### config.mk
export PLATFORM = sky130hd
export DESIGN_NAME = fenced_upload_ring_allocator_top_flat
export DESIGN_NICKNAME = d
export VERILOG_FILES = /design/src/sv/fura_pkg.sv /design/src/sv/fura_if.sv /design/src/sv/fura_span_mem.sv /design/src/sv/fenced_upload_ring_allocator_top.sv /design/src/flat_wrapper.sv
export SDC_FILE = /design/constraint.sdc
export NUM_CORES = 2
export LEC_CHECK = 0
export ABC_AREA = 1
export ABC_CLOCK_PERIOD_IN_PS = 8900
export BUFFER_PORTS_ARGS = -buffer_cell sky130_fd_sc_hd__buf_2
export CAP_MARGIN = 15
export CORE_AREA = 10 10 311 313
export DETAILED_ROUTE_END_ITERATION = 8
export DIE_AREA = 0 0 321 323
export PLACE_DENSITY = 0.84
export SLEW_MARGIN = 0
export SYNTH_ARGS = -nofsm -noshare
export SYNTH_HDL_FRONTEND = slang
export SYNTH_SLANG_ARGS = --single-unit
### constraint.sdc
create_clock -name clk_i -period 8.9 [get_ports clk_i]
set_input_delay 0.89 -clock clk_i [delete_from_list [all_inputs] [get_ports clk_i]]
set_output_delay 0.89 -clock clk_i [all_outputs]
set_load 0.03 [all_outputs]
### src/sv/fura_pkg.sv
// fura_pkg: shared types and constants of the fenced upload ring allocator
// no dependencies; used by the interfaces and the top level
package fura_pkg;

  localparam int unsigned SIZE_W   = 33;
  localparam int unsigned ADDR_W   = 48;
  localparam int unsigned OFF_W    = 32;
  localparam int unsigned ALIGN_W  = 5;
  localparam int unsigned SPANS_W  = 4;
  localparam int unsigned PADDR_W  = 4;
  localparam int unsigned PDATA_W  = 64;

  // largest ring the block handles, writes above it saturate
  localparam logic [SIZE_W-1:0] RING_LIMIT = 33'h1_0000_0000;

  localparam logic [PADDR_W-1:0] REG_RING_SIZE = 4'h0;
  localparam logic [PADDR_W-1:0] REG_BASE_ADDR = 4'h8;

  typedef enum logic [1:0] {
    ACT_ALLOC    = 2'd0,
    ACT_SUBMIT   = 2'd1,
    ACT_COMPLETE = 2'd2,
    ACT_NONE     = 2'd3
  } action_e;

  typedef enum logic [1:0] {
    STAT_OK        = 2'd0,
    STAT_BAD_SIZE  = 2'd1,
    STAT_EXHAUSTED = 2'd2
  } status_e;

  typedef enum logic [2:0] {
    S_IDLE,
    S_PLACE,
    S_SUBMIT,
    S_FETCH,
    S_RETIRE,
    S_REPLY
  } fsm_e;

endpackage

### src/sv/fura_if.sv
// fura_item_if / fura_result_if: valid/ready channels of the ring allocator
// depends on fura_pkg for field widths
interface fura_item_if;
  logic                         valid;
  logic                         ready;
  logic [1:0]                   action;
  logic [fura_pkg::SIZE_W-1:0]  alloc_size;
  logic [fura_pkg::ALIGN_W-1:0] align_log2;
  logic [fura_pkg::ADDR_W-1:0]  fence_value;

  modport source (output valid, action, alloc_size, align_log2, fence_value, input ready);
  modport sink   (input valid, action, alloc_size, align_log2, fence_value, output ready);
endinterface

interface fura_result_if;
  logic                         valid;
  logic                         ready;
  logic [1:0]                   status;
  logic [fura_pkg::OFF_W-1:0]   offset;
  logic [fura_pkg::ADDR_W-1:0]  gpu_address;
  logic [fura_pkg::SPANS_W-1:0] spans_in_flight;

  modport source (output valid, status, offset, gpu_address, spans_in_flight, input ready);
  modport sink   (input valid, status, offset, gpu_address, spans_in_flight, output ready);
endinterface

### src/sv/fura_span_mem.sv
// fura_span_mem: span queue storage, one write port and one read port
// read data is registered; no package dependency
module fura_span_mem #(
  parameter int unsigned DEPTH = 8,
  parameter int unsigned WIDTH = 81,
  parameter int unsigned AW    = 3
) (
  input  logic             clk_i,
  input  logic             we_i,
  input  logic [AW-1:0]    waddr_i,
  input  logic [WIDTH-1:0] wdata_i,
  input  logic [AW-1:0]    raddr_i,
  output logic [WIDTH-1:0] rdata_o
);

  logic [WIDTH-1:0] mem_q [DEPTH];

  always_ff @(posedge clk_i) begin
    if (we_i) begin
      mem_q[waddr_i] <= wdata_i;
    end
  end

  always_ff @(posedge clk_i) begin
    rdata_o <= mem_q[raddr_i];
  end

endmodule

### src/sv/fenced_upload_ring_allocator_top.sv
// Ring allocator over a byte buffer with fence-tracked release. Allocate, submit and the
// unused action code pass through their own working state (place, submit or reply) before
// their result is registered in the output slot; complete alternates fetch and retire per
// retired span, since every span is read from the registered span memory and checked on
// its own. An item is accepted only when the previous one has finished; a result that is not
// taken holds the block in its last step until the output slot frees.
// depends on fura_pkg, fura_if and fura_span_mem
module fenced_upload_ring_allocator_top #(
  parameter int unsigned MAX_SPAN_ENTRIES = 8,
  parameter int unsigned FENCE_BITS       = 48
) (
  input  logic                           clk_i,
  input  logic                           rst_ni,
  fura_item_if.sink                      in_i,
  fura_result_if.source                  out_o,
  input  logic                           psel,
  input  logic                           penable,
  input  logic                           pwrite,
  input  logic [fura_pkg::PADDR_W-1:0]   paddr,
  input  logic [fura_pkg::PDATA_W-1:0]   pwdata,
  output logic [fura_pkg::PDATA_W-1:0]   prdata,
  output logic                           pready
);

  localparam int unsigned SZ    = fura_pkg::SIZE_W;
  localparam int unsigned FW    = FENCE_BITS;
  localparam int unsigned PTR_W = (MAX_SPAN_ENTRIES > 1) ? $clog2(MAX_SPAN_ENTRIES) : 1;
  localparam int unsigned CNT_W = $clog2(MAX_SPAN_ENTRIES + 1);
  localparam int unsigned SUM_W = PTR_W + 1;
  localparam int unsigned MEM_W = SZ + FW;
  localparam int unsigned ALN_W = SZ + 1;
  localparam int unsigned END_W = SZ + 2;
  localparam logic [CNT_W-1:0] CNT_MAX = CNT_W'(MAX_SPAN_ENTRIES);
  localparam logic [PTR_W-1:0] PTR_LAST = PTR_W'(MAX_SPAN_ENTRIES - 1);

  fura_pkg::fsm_e    state_q, state_d;
  fura_pkg::action_e act_q;

  logic [SZ-1:0]                   ring_q, ring_d;
  logic [fura_pkg::ADDR_W-1:0]     base_q;
  logic [SZ-1:0]                   head_q, head_d;
  logic [SZ-1:0]                   tail_q, tail_d;
  logic [CNT_W-1:0]                count_q, count_d;
  logic [PTR_W-1:0]                rd_ptr_q, rd_ptr_d, rd_ptr_inc;
  logic [SZ-1:0]                   size_q;
  logic [FW-1:0]                   fence_q, fence_in;
  logic [ALN_W-1:0]                aligned_q, aligned_d;
  logic [fura_pkg::OFF_W-1:0]      amask;

  logic                            in_fire, cfg_we, push, push_ok;
  logic [SZ-1:0]                   ring_wr;

  logic                            bad, fits, exhaust;
  logic [END_W-1:0]                end_sum, grant_end;
  logic [ALN_W-1:0]                grant;

  logic [SUM_W-1:0]                wr_sum;
  logic [PTR_W-1:0]                wr_idx;
  logic                            mem_we;
  logic [MEM_W-1:0]                mem_wdata, mem_rdata;
  logic [SZ-1:0]                   span_head_rd;
  logic [FW-1:0]                   span_fence_rd;
  logic                            retire_go;

  fura_pkg::status_e               res_status;
  logic [fura_pkg::OFF_W-1:0]      res_offset;
  logic [fura_pkg::ADDR_W-1:0]     res_gpu;

  logic                            out_valid_q;
  logic [1:0]                      out_status_q;
  logic [fura_pkg::OFF_W-1:0]      out_offset_q;
  logic [fura_pkg::ADDR_W-1:0]     out_gpu_q;
  logic [fura_pkg::SPANS_W-1:0]    out_spans_q;

  // ---------------------------------------------------------------- handshakes
  assign in_i.ready = (state_q == fura_pkg::S_IDLE);
  assign in_fire    = in_i.valid && in_i.ready;
  assign push_ok    = !out_valid_q || out_o.ready;

  assign pready = 1'b1;
  assign cfg_we = psel && penable && pwrite;

  assign ring_wr = (pwdata[SZ-1:0] > fura_pkg::RING_LIMIT) ?
                   fura_pkg::RING_LIMIT : pwdata[SZ-1:0];

  always_comb begin
    case (paddr)
      fura_pkg::REG_RING_SIZE: prdata = fura_pkg::PDATA_W'(ring_q);
      fura_pkg::REG_BASE_ADDR: prdata = fura_pkg::PDATA_W'(base_q);
      default:                 prdata = '0;
    endcase
  end

  // fence is kept modulo 2^FENCE_BITS
  assign fence_in = FW'({16'd0, in_i.fence_value});

  // ---------------------------------------------------------------- span memory
  assign rd_ptr_inc = (rd_ptr_q == PTR_LAST) ? '0 : rd_ptr_q + PTR_W'(1);
  assign wr_sum     = SUM_W'(rd_ptr_q) + SUM_W'(count_q);
  assign wr_idx     = (wr_sum >= SUM_W'(MAX_SPAN_ENTRIES)) ?
                      PTR_W'(wr_sum - SUM_W'(MAX_SPAN_ENTRIES)) : PTR_W'(wr_sum);
  assign mem_wdata  = {head_q, fence_q};

  fura_span_mem #(
    .DEPTH (MAX_SPAN_ENTRIES),
    .WIDTH (MEM_W),
    .AW    (PTR_W)
  ) u_span_mem (
    .clk_i   (clk_i),
    .we_i    (mem_we),
    .waddr_i (wr_idx),
    .wdata_i (mem_wdata),
    .raddr_i (rd_ptr_q),
    .rdata_o (mem_rdata)
  );

  assign span_head_rd  = mem_rdata[MEM_W-1:FW];
  assign span_fence_rd = mem_rdata[FW-1:0];
  assign retire_go     = (count_q != '0) && (span_fence_rd <= fence_q);

  // ---------------------------------------------------------------- allocate math
  assign amask = ~({fura_pkg::OFF_W{1'b1}} << in_i.align_log2);

  assign bad       = (ring_q == '0) || (size_q == '0) || (size_q > ring_q);
  assign end_sum   = END_W'(aligned_q) + END_W'(size_q);
  assign fits      = (end_sum <= END_W'(ring_q));
  assign grant     = fits ? aligned_q : '0;
  assign grant_end = fits ? end_sum : END_W'(size_q);
  // a wrapped grant must stay below the oldest in-flight data
  assign exhaust   = (count_q != '0) && (grant < ALN_W'(head_q)) &&
                     (grant_end > END_W'(tail_q));

  // ---------------------------------------------------------------- next state
  always_comb begin
    state_d = state_q;
    case (state_q)
      fura_pkg::S_IDLE: begin
        if (in_fire) begin
          case (fura_pkg::action_e'(in_i.action))
            fura_pkg::ACT_ALLOC:    state_d = fura_pkg::S_PLACE;
            fura_pkg::ACT_SUBMIT:   state_d = fura_pkg::S_SUBMIT;
            fura_pkg::ACT_COMPLETE: state_d = fura_pkg::S_FETCH;
            default:                state_d = fura_pkg::S_REPLY;
          endcase
        end
      end
      fura_pkg::S_FETCH:  state_d = fura_pkg::S_RETIRE;
      fura_pkg::S_RETIRE: begin
        if (retire_go) begin
          state_d = fura_pkg::S_FETCH;
        end else if (push_ok) begin
          state_d = fura_pkg::S_IDLE;
        end
      end
      fura_pkg::S_PLACE, fura_pkg::S_SUBMIT, fura_pkg::S_REPLY: begin
        if (push_ok) begin
          state_d = fura_pkg::S_IDLE;
        end
      end
      default: state_d = fura_pkg::S_IDLE;
    endcase
  end

  // ---------------------------------------------------------------- datapath
  always_comb begin
    head_d     = head_q;
    tail_d     = tail_q;
    count_d    = count_q;
    rd_ptr_d   = rd_ptr_q;
    ring_d     = ring_q;
    aligned_d  = aligned_q;
    mem_we     = 1'b0;
    push       = 1'b0;
    res_status = fura_pkg::STAT_OK;
    res_offset = '0;
    res_gpu    = '0;
    case (state_q)
      fura_pkg::S_IDLE: begin
        aligned_d = (ALN_W'(head_q) + ALN_W'(amask)) & ~ALN_W'(amask);
      end
      fura_pkg::S_PLACE: begin
        if (push_ok) begin
          push = 1'b1;
          if (bad) begin
            res_status = fura_pkg::STAT_BAD_SIZE;
          end else if (exhaust) begin
            res_status = fura_pkg::STAT_EXHAUSTED;
          end else begin
            head_d     = grant_end[SZ-1:0];
            res_offset = grant[fura_pkg::OFF_W-1:0];
            res_gpu    = base_q + fura_pkg::ADDR_W'(grant[fura_pkg::OFF_W-1:0]);
          end
        end
      end
      fura_pkg::S_SUBMIT: begin
        if (push_ok) begin
          push   = 1'b1;
          mem_we = 1'b1;
          // full queue: the new span overwrites the oldest one
          if (count_q == CNT_MAX) begin
            rd_ptr_d = rd_ptr_inc;
          end else begin
            count_d = count_q + CNT_W'(1);
          end
        end
      end
      fura_pkg::S_RETIRE: begin
        if (retire_go) begin
          tail_d   = span_head_rd;
          rd_ptr_d = rd_ptr_inc;
          count_d  = count_q - CNT_W'(1);
        end else if (push_ok) begin
          push = 1'b1;
          if (count_q == '0) begin
            tail_d = head_q;
          end
        end
      end
      fura_pkg::S_REPLY: begin
        push = push_ok;
      end
      default: ;
    endcase
    if (cfg_we && (paddr == fura_pkg::REG_RING_SIZE)) begin
      ring_d   = ring_wr;
      head_d   = '0;
      tail_d   = '0;
      count_d  = '0;
      rd_ptr_d = '0;
    end
  end

  // ---------------------------------------------------------------- registers
  always_ff @(posedge clk_i or negedge rst_ni) begin
    if (!rst_ni) begin
      state_q   <= fura_pkg::S_IDLE;
      ring_q    <= '0;
      base_q    <= '0;
      head_q    <= '0;
      tail_q    <= '0;
      count_q   <= '0;
      rd_ptr_q  <= '0;
    end else begin
      state_q   <= state_d;
      ring_q    <= ring_d;
      head_q    <= head_d;
      tail_q    <= tail_d;
      count_q   <= count_d;
      rd_ptr_q  <= rd_ptr_d;
      if (cfg_we && (paddr == fura_pkg::REG_BASE_ADDR)) begin
        base_q <= pwdata[fura_pkg::ADDR_W-1:0];
      end
    end
  end

  always_ff @(posedge clk_i) begin
    aligned_q <= aligned_d;
    if (in_fire) begin
      act_q   <= fura_pkg::action_e'(in_i.action);
      size_q  <= in_i.alloc_size;
      fence_q <= fence_in;
    end
  end

  // output slot
  always_ff @(posedge clk_i or negedge rst_ni) begin
    if (!rst_ni) begin
      out_valid_q <= 1'b0;
    end else if (push) begin
      out_valid_q <= 1'b1;
    end else if (out_o.ready) begin
      out_valid_q <= 1'b0;
    end
  end

  always_ff @(posedge clk_i) begin
    if (push) begin
      out_status_q <= res_status;
      out_offset_q <= res_offset;
      out_gpu_q    <= res_gpu;
      out_spans_q  <= fura_pkg::SPANS_W'(count_d);
    end
  end

  assign out_o.valid           = out_valid_q;
  assign out_o.status          = out_status_q;
  assign out_o.offset          = out_offset_q;
  assign out_o.gpu_address     = out_gpu_q;
  assign out_o.spans_in_flight = out_spans_q;

  // ---------------------------------------------------------------- assertions
  a_count_bound: assert property (@(posedge clk_i) disable iff (!rst_ni)
    count_q <= CNT_MAX)
    else $error("span count above queue depth");

  a_head_in_ring: assert property (@(posedge clk_i) disable iff (!rst_ni)
    head_q <= ring_q)
    else $error("head offset beyond ring size");

  a_retire_step: assert property (@(posedge clk_i) disable iff (!rst_ni)
    (state_q == fura_pkg::S_RETIRE && retire_go && !cfg_we)
    |=> count_q == $past(count_q) - CNT_W'(1))
    else $error("retire did not drop exactly one span");

  a_full_submit: assert property (@(posedge clk_i) disable iff (!rst_ni)
    (state_q == fura_pkg::S_SUBMIT && push && count_q == CNT_MAX && !cfg_we)
    |=> count_q == CNT_MAX && act_q == fura_pkg::ACT_SUBMIT)
    else $error("submit into full queue changed span count");

endmodule
### src/flat_wrapper.sv
// flat-port wrapper written by rule: the top's interface ports become plain ports
module fenced_upload_ring_allocator_top_flat 
#(
  parameter int unsigned MAX_SPAN_ENTRIES = 8,
  parameter int unsigned FENCE_BITS       = 48
)
  (clk_i, rst_ni, psel, penable, pwrite, paddr, pwdata, prdata, pready, in_i_valid, in_i_action, in_i_alloc_size, in_i_align_log2, in_i_fence_value, in_i_ready, out_o_valid, out_o_status, out_o_offset, out_o_gpu_address, out_o_spans_in_flight, out_o_ready);
  fura_item_if in_i_i ();
  fura_result_if out_o_i ();
  input  logic clk_i;
  input  logic rst_ni;
  input  logic psel;
  input  logic penable;
  input  logic pwrite;
  input  logic [fura_pkg::PADDR_W-1:0] paddr;
  input  logic [fura_pkg::PDATA_W-1:0] pwdata;
  output logic [fura_pkg::PDATA_W-1:0] prdata;
  output logic pready;
  input wire logic [$bits(in_i_i.valid)-1:0] in_i_valid;
  input wire logic [$bits(in_i_i.action)-1:0] in_i_action;
  input wire logic [$bits(in_i_i.alloc_size)-1:0] in_i_alloc_size;
  input wire logic [$bits(in_i_i.align_log2)-1:0] in_i_align_log2;
  input wire logic [$bits(in_i_i.fence_value)-1:0] in_i_fence_value;
  output wire logic [$bits(in_i_i.ready)-1:0] in_i_ready;
  output wire logic [$bits(out_o_i.valid)-1:0] out_o_valid;
  output wire logic [$bits(out_o_i.status)-1:0] out_o_status;
  output wire logic [$bits(out_o_i.offset)-1:0] out_o_offset;
  output wire logic [$bits(out_o_i.gpu_address)-1:0] out_o_gpu_address;
  output wire logic [$bits(out_o_i.spans_in_flight)-1:0] out_o_spans_in_flight;
  input wire logic [$bits(out_o_i.ready)-1:0] out_o_ready;
  assign in_i_i.valid = in_i_valid;
  assign in_i_i.action = in_i_action;
  assign in_i_i.alloc_size = in_i_alloc_size;
  assign in_i_i.align_log2 = in_i_align_log2;
  assign in_i_i.fence_value = in_i_fence_value;
  assign in_i_ready = in_i_i.ready;
  assign out_o_valid = out_o_i.valid;
  assign out_o_status = out_o_i.status;
  assign out_o_offset = out_o_i.offset;
  assign out_o_gpu_address = out_o_i.gpu_address;
  assign out_o_spans_in_flight = out_o_i.spans_in_flight;
  assign out_o_i.ready = out_o_ready;
  fenced_upload_ring_allocator_top #(.MAX_SPAN_ENTRIES(MAX_SPAN_ENTRIES), .FENCE_BITS(FENCE_BITS)) u_core (.clk_i(clk_i), .rst_ni(rst_ni), .in_i(in_i_i), .out_o(out_o_i), .psel(psel), .penable(penable), .pwrite(pwrite), .paddr(paddr), .pwdata(pwdata), .prdata(prdata), .pready(pready));
endmodule
Yosys cells after proc, flatten, opt, wreduce, memory -nomap -nowiden
Memories as Yosys holds them, arrays and structs flattened. A register that Yosys moved wholly into a read port is not among the register bits.
Cells that the tools add are included.

cells by class
  add/sub/neg operators = 8
  magnitude comparators = 7
  eq/ne operators = 16
  shift-type cells = 1
  multiplexer cells = 41
  bitwise operators = 5
  reductions and logical operators = 34

operator list
  cell                     number
  $mux W33                 11
  $pmux W48 S2             1
  $logic_not A33 Y1        2
  $add A48 B32 Y48         1
  $le A48 B48 Y1           1
  $add A34 B33 Y35         1
  $gt A35 B33 Y1           1
  $le A35 B33 Y1           1
  $mux W35                 1
  $add A33 B32 Y34         1
  $and A34 B34 Y34         1
  $lt A34 B33 Y1           1
  $mux W34                 1
  $not A32 Y34             1
  $gt A33 B33 Y1           1
  $gt A33 B33 Y1 const B   1
  $not A32 Y32             1
  $shl A32 B5 Y32 const A  1
  $mux W3                  9
  $mux W4                  4
  $pmux W3 S4              1
  $eq A3 B3 Y1 const B     3
  $ne A3 B1 Y1 const B     3
  $pmux W3 S3              1
  other kinds (33)         62

storage, ports and cells
  bits in registers = 359
  memory bits (writable) = 648
  input bits = 163
  output and inout bits = 153
  logic and storage cells = 129
  memories = 1

memories
  memory                   depth  bits a word  read ports  clocked after memory_dff  wr ports  RTL line             text
  u_core.u_span_mem.mem_q  8      81           1           1                         1         fura_span_mem.sv:16  logic [WIDTH-1:0] mem_q [DEPTH];

Longest topological paths before layout
  depth after elaboration = 11
  gate-level depth with buffers = 52
  gate-level depth less buffers = 49

Modules after synthesis
From an unflattened synthesis, not the netlist that was laid out.

second synthesis, totals
  cells, all modules = 6064
  area, all modules = 55378.1 µm²

by module, submodules not included
  module                            instances  cells an instance  area each (µm²)  sequential area each (µm²)
  fura_span_mem                     1          2897               29877.4          21080.2
  fenced_upload_ring_allocator_top  1          3167               25500.7          9989.6

Worst setup path after synthesis
OpenSTA, ideal clock, no wires.

  path type = register to register
  start = reg u_core.state_q[1]
  end = reg u_core.fence_q[0], enable pin
  setup time = 0.521 ns
  data arrival time = 6.247 ns
  required time = 8.379 ns
  slack = 2.132 ns
  cell stages (with the launch flop) = 6
  path buffers = 0
  clock period less this slack = 6.768 ns
  cell sequence = dfrtp_1 > nor2_1 > inv_1 > nor2_1 > inv_1 > nor2_1

between the ends
  longest elaborated chain between the ends = 2

RTL lines
  what                      RTL line                                 text
  start: declaration        fenced_upload_ring_allocator_top.sv:36   fura_pkg::fsm_e state_q, state_d;
  start signal: assignment  fenced_upload_ring_allocator_top.sv:236  state_q <= fura_pkg::S_IDLE;
  start signal: assignment  fenced_upload_ring_allocator_top.sv:244  state_q <= state_d;
  $logic_not A3 Y1          fenced_upload_ring_allocator_top.sv:76   assign in_i.ready = (state_q == fura_pkg::S_IDLE);
  net in_i_ready            flat_wrapper.sv:24                       output wire logic [$bits(in_i_i.ready)-1:0] in_i_ready;
  $logic_and A1 B1 Y1       fenced_upload_ring_allocator_top.sv:77   assign in_fire = in_i.valid && in_i.ready;
  net u_core.in_fire        fenced_upload_ring_allocator_top.sv:50   logic in_fire, cfg_we, push, push_ok;
  end signal: assignment    fenced_upload_ring_allocator_top.sv:261  fence_q <= fence_in;
  end: declaration          fenced_upload_ring_allocator_top.sv:46   logic [FW-1:0] fence_q, fence_in;

The timed path passes the listed nets, and every way through them passes these cells.
A chain may end at the register's enable or synchronous reset.

Worst setup path after layout
  start = reg u_core.size_q[9]
  end = reg u_core.out_offset_q (netlist bit u_core.out_o.offset[1]) (data pin)

between the ends
  longest elaborated chain between the ends = 7
  elaborated cells on any way between the ends = 13
  those cells by class = add/sub (1); order compare (4); mux (2); reduce/logical (6)

RTL lines
  what                               RTL line                                 text
  start: declaration                 fenced_upload_ring_allocator_top.sv:45   logic [SZ-1:0] size_q;
  start signal: assignment           fenced_upload_ring_allocator_top.sv:260  size_q <= in_i.alloc_size;
  $add A34 B33 Y35                   fenced_upload_ring_allocator_top.sv:125  assign end_sum = END_W'(aligned_q) + END_W'(size_q);
  $le A35 B33 Y1                     fenced_upload_ring_allocator_top.sv:126  assign fits = (end_sum <= END_W'(ring_q));
  $mux W34                           fenced_upload_ring_allocator_top.sv:127  assign grant = fits ? aligned_q : '0;
  $lt A34 B33 Y1                     fenced_upload_ring_allocator_top.sv:130  assign exhaust = (count_q != '0) && (grant < ALN_W'(head_q)) &&
  $logic_and A1 B1 Y1 (2 in series)  fenced_upload_ring_allocator_top.sv:130
  $reduce_or A4 Y1 (no line)         -
  end signal: assignment             fenced_upload_ring_allocator_top.sv:279  out_offset_q <= res_offset;
  end: declaration                   fenced_upload_ring_allocator_top.sv:71   logic [fura_pkg::OFF_W-1:0] out_offset_q;

Parallel ways exist; a longest one is shown, timed or not.

==> impl_results.md <==
- Status: completed
- Top Ports: 316
- Area Overhead vs Synth: 11.8%
- YS warnings: 0
- Sink Count: 1,088
- Post-CTS Resized: 0
- DP HPWL: 100,000 um
- Crit-path max FO: 53
- Share of post-route cells with drive strength above 1: 10.8%
- Final WL: 150,000 um
- FP Rows: 111
- Commonest non-fill, non-tap cell in the layout: nor2_1
- Power per Cell Area: 389 nW/um^2
- CP required: 9350 ps
- DRC viols: 0
- Nets: 5,774
- Largest family of logic cells by synthesized area: simple AND/OR/NAND/NOR gates
- Clock skew: 84.2 ps
- Hold crit path type: in -> async
- Synthesis-stage register bit count: 1,088
- Detail Route Antenna Nets: 0
- Clk_lat worst skew: 750 ps
- Top_reg_cell synth: edfxtp_1
- Synth Area in XOR/XNOR: 1.09%
- Final hold vios: 0
- Final worst setup slack: 610 ps
- # H-tree levels: 3
- CP max stage delay: 460 ps
- Initial drt markers: 4,911
- Fmax achieved: 0.121 GHz
- Synth Area in Adders: 6.82%
- Most frequent cells in the layout: nor2_1, edfxtp_1, nand2_1, o21ai_0, inv_1
- Mean Syn Cell Area: 10.2 um^2
- Clock slew at reported path FFs: 60 ps
- Post-synth ARST share: 14.5%
- Setup bufs post-CTS: 0
- Endpoints failing setup: 0
- Compound-Gate Fraction of Synth Area: 12.0%
- Synth Cell Area: 52,000 um^2
- FILL cells: 6,916
- Aggregate global routing overflow: 0
- Slew @ Worst Pin: 1220 ps
- Number of flops mapped to enable cells by yosys: 849
- Initial core utilization: 57.3%
- Die Wd: 321 um
- Setup TNS: 0 ps
- Crit path DAT: 8740 ps
- CTS buffer count: 108
- Gpl congestion: 1.00
- Pleak: 0.0238 uW
- First-pass GRT wire length: 225,000 um
- Pre-Repair DR Iteration Count: 7
- Synthesized instance count: 5,107
- Critical path class: reg -> reg
- Root buf cell: clkbuf_16
- Yosys cell types: 63
- Worst VDD drop: 0.000272 V
- Setup crit start kind: flop
- CTS hold repair buffers: 0
- R2R Path Start: u_core.size_q[9]
- Post-Synth Simple-Gate Area: 14.9%
- PortBufs: 282
- RSZ-0062 raised after global routing: false
- Slew margin rel.: 17.5%
- Core box area: 90,800 um^2
- CP dominant cell by count: nand2_1
- Max-cap violations: 0
- Vias in the first global route: 38,100
- Place WS: 921 ps
- GRT Total Usage: 28.1%
- CTS max path bufs: 3
- Crit path from: u_core.size_q[9]
- Min cycle time layout: 8290 ps
- Die Ht: 323 um
- Slowest CP cell: edfxtp_1
- TritonCTS clock tree: built
- Worst Setup End Kind: flop
- Via count: 40,000
- Buf/Inv on CP: 3
- Die footprint: 104,000 um^2
- Largest net degree at the start of global routing: 204
- Routed wire per std cell: 22.7 um
- Top Family by Delay on Critical Path: simple AND/OR/NAND/NOR gates
- Final Cycle Share: 93.1%
- Max Slew Vio Count: 0
- Routed vias/inst: 6.05
- Fraction of synthesized area in multiplexers: 0.152%
- Initial antenna violation count: 7
- Seq/Total Area, Yosys: 59.7%
- Final core utilization: 64.0%
worst paths after layout:
path	cells past startpoint	endpoint	slack [ps]
worst max-delay path	41	u_core.out_o.offset[1]	610
min in group clk_i	1	u_core.fence_q[10]	320
worst min-delay path	1	u_core.ring_q[25]	290
max in group asynchronous	2	u_core.rd_ptr_q[0]	6910
worst max register to register	41	u_core.out_o.offset[1]	610
worst min register to register	2	u_core.tail_q[27]	480
per-layer routing:
layer / wire [um] / up-vias / GRT usage, % / part of all wire, %
li1: - / 18300 / - / -
met1: 60000 / 19300 / 37.7 / 40
met2: 69400 / 2092 / 44.3 / 46
met3: 14300 / 365 / 5.80 / 9.6
met4: 6130 / 2 / 11.8 / 4.1
met5: 7 / - / 0 / 0.0047
Yosys cell counts, types with 13 or more instances:
| cell | instances | share of area [%] |
|---|---|---|
| a21oi_2 | 23 | 0.39 |
| buf_4 | 17 | 0.25 |
| nor3_2 | 23 | 0.44 |
| edfxtp_1 | 849 | 49 |
| nand3_1 | 118 | 1.1 |
| o21ai_0 | 514 | 4.9 |
| nand2_1 | 645 | 4.7 |
| dfxtp_1 | 81 | 3.1 |
| nand4_1 | 87 | 1.0 |
| a21o_1 | 16 | 0.23 |
| xnor2_1 | 16 | 0.27 |
| clkbuf_1 | 170 | 1.2 |
| nor2_1 | 882 | 6.4 |
| a211oi_1 | 13 | 0.19 |
| a21oi_1 | 212 | 2.0 |
| ha_1 | 277 | 6.7 |
| a31oi_1 | 104 | 1.3 |
| o22ai_1 | 151 | 1.8 |
| inv_1 | 465 | 3.4 |
| dfrtp_1 | 158 | 7.6 |
| o21a_1 | 20 | 0.29 |
| nor3_1 | 54 | 0.52 |
| xor2_1 | 49 | 0.83 |
| buf_1 | 23 | 0.17 |
| nor4_1 | 19 | 0.23 |
cell families (layout without fill, tap and decap cells):
kind of cell             after synthesis  in the layout
XOR/XNOR                              65             65
AO/OA/AOI/OAI                       1110           1110
flip-flops                          1088           1088
adder cells (fa/ha/maj)              281            281
other                                  2             23
multiplexers                           7              7
AND/OR/NAND/NOR                     1859           1859
buffers and inverters                695            997
flip-flops by register name, indices dropped and copies added (netlist names):
register	count
u_core.out_o.status	2
u_core.aligned_q	34
u_core.tail_q	33
u_core.out_o.valid	1
u_core.rd_ptr_q	3
u_core.size_q	33
u_core.u_span_mem.mem_q	648
u_core.out_o.gpu_address	48
u_core.fence_q	48
u_core.u_span_mem.rdata_o	81
u_core.out_o.offset	32
u_core.ring_q	33
u_core.out_o.spans_in_flight	4
u_core.head_q	33
u_core.base_q	48
u_core.count_q	4
u_core.state_q	3
power by group:
group | total (uW) | internal (uW) | switching [uW] | leakage, uW
sequential | 7920 | 7030 | 888 | 0.0104
combinational | 10000 | 3010 | 7010 | 0.0116
clock | 4660 | 2640 | 2010 | 0.00178
total | 22600 | 12700 | 9910 | 0.0238
layout make-up:
cell class | instances | area [um^2] | share of cell area [%]
antenna | 6 | 15.0 | 0.0258
clock buffer | 153 | 3050 | 5.25
clock inverter | 51 | 606 | 1.04
inverter | 471 | 1780 | 3.07
multi-input combinational | 3339 | 18400 | 31.6
sequential | 1088 | 31100 | 53.5
tap | 1186 | 1480 | 2.55
timing repair buffer | 322 | 1770 | 3.04
stage by stage:
| step | instance area [um^2] | power [uW] | hold slack [ps] | std cells |
|---|---|---|---|---|
| after floorplan | 52100 | 14600 | 479 | 5122 |
| after global placement | 54400 | 17400 | 521 | 6404 |
| after detailed placement | 54400 | 17700 | 534 | 6404 |
| after CTS | 58100 | 22400 | 279 | 6608 |
| after global routing | 58100 | 23900 | 306 | 6614 |
| final | 58100 | 22600 | 288 | 6616 |
(Power assumes the default switching activity.)
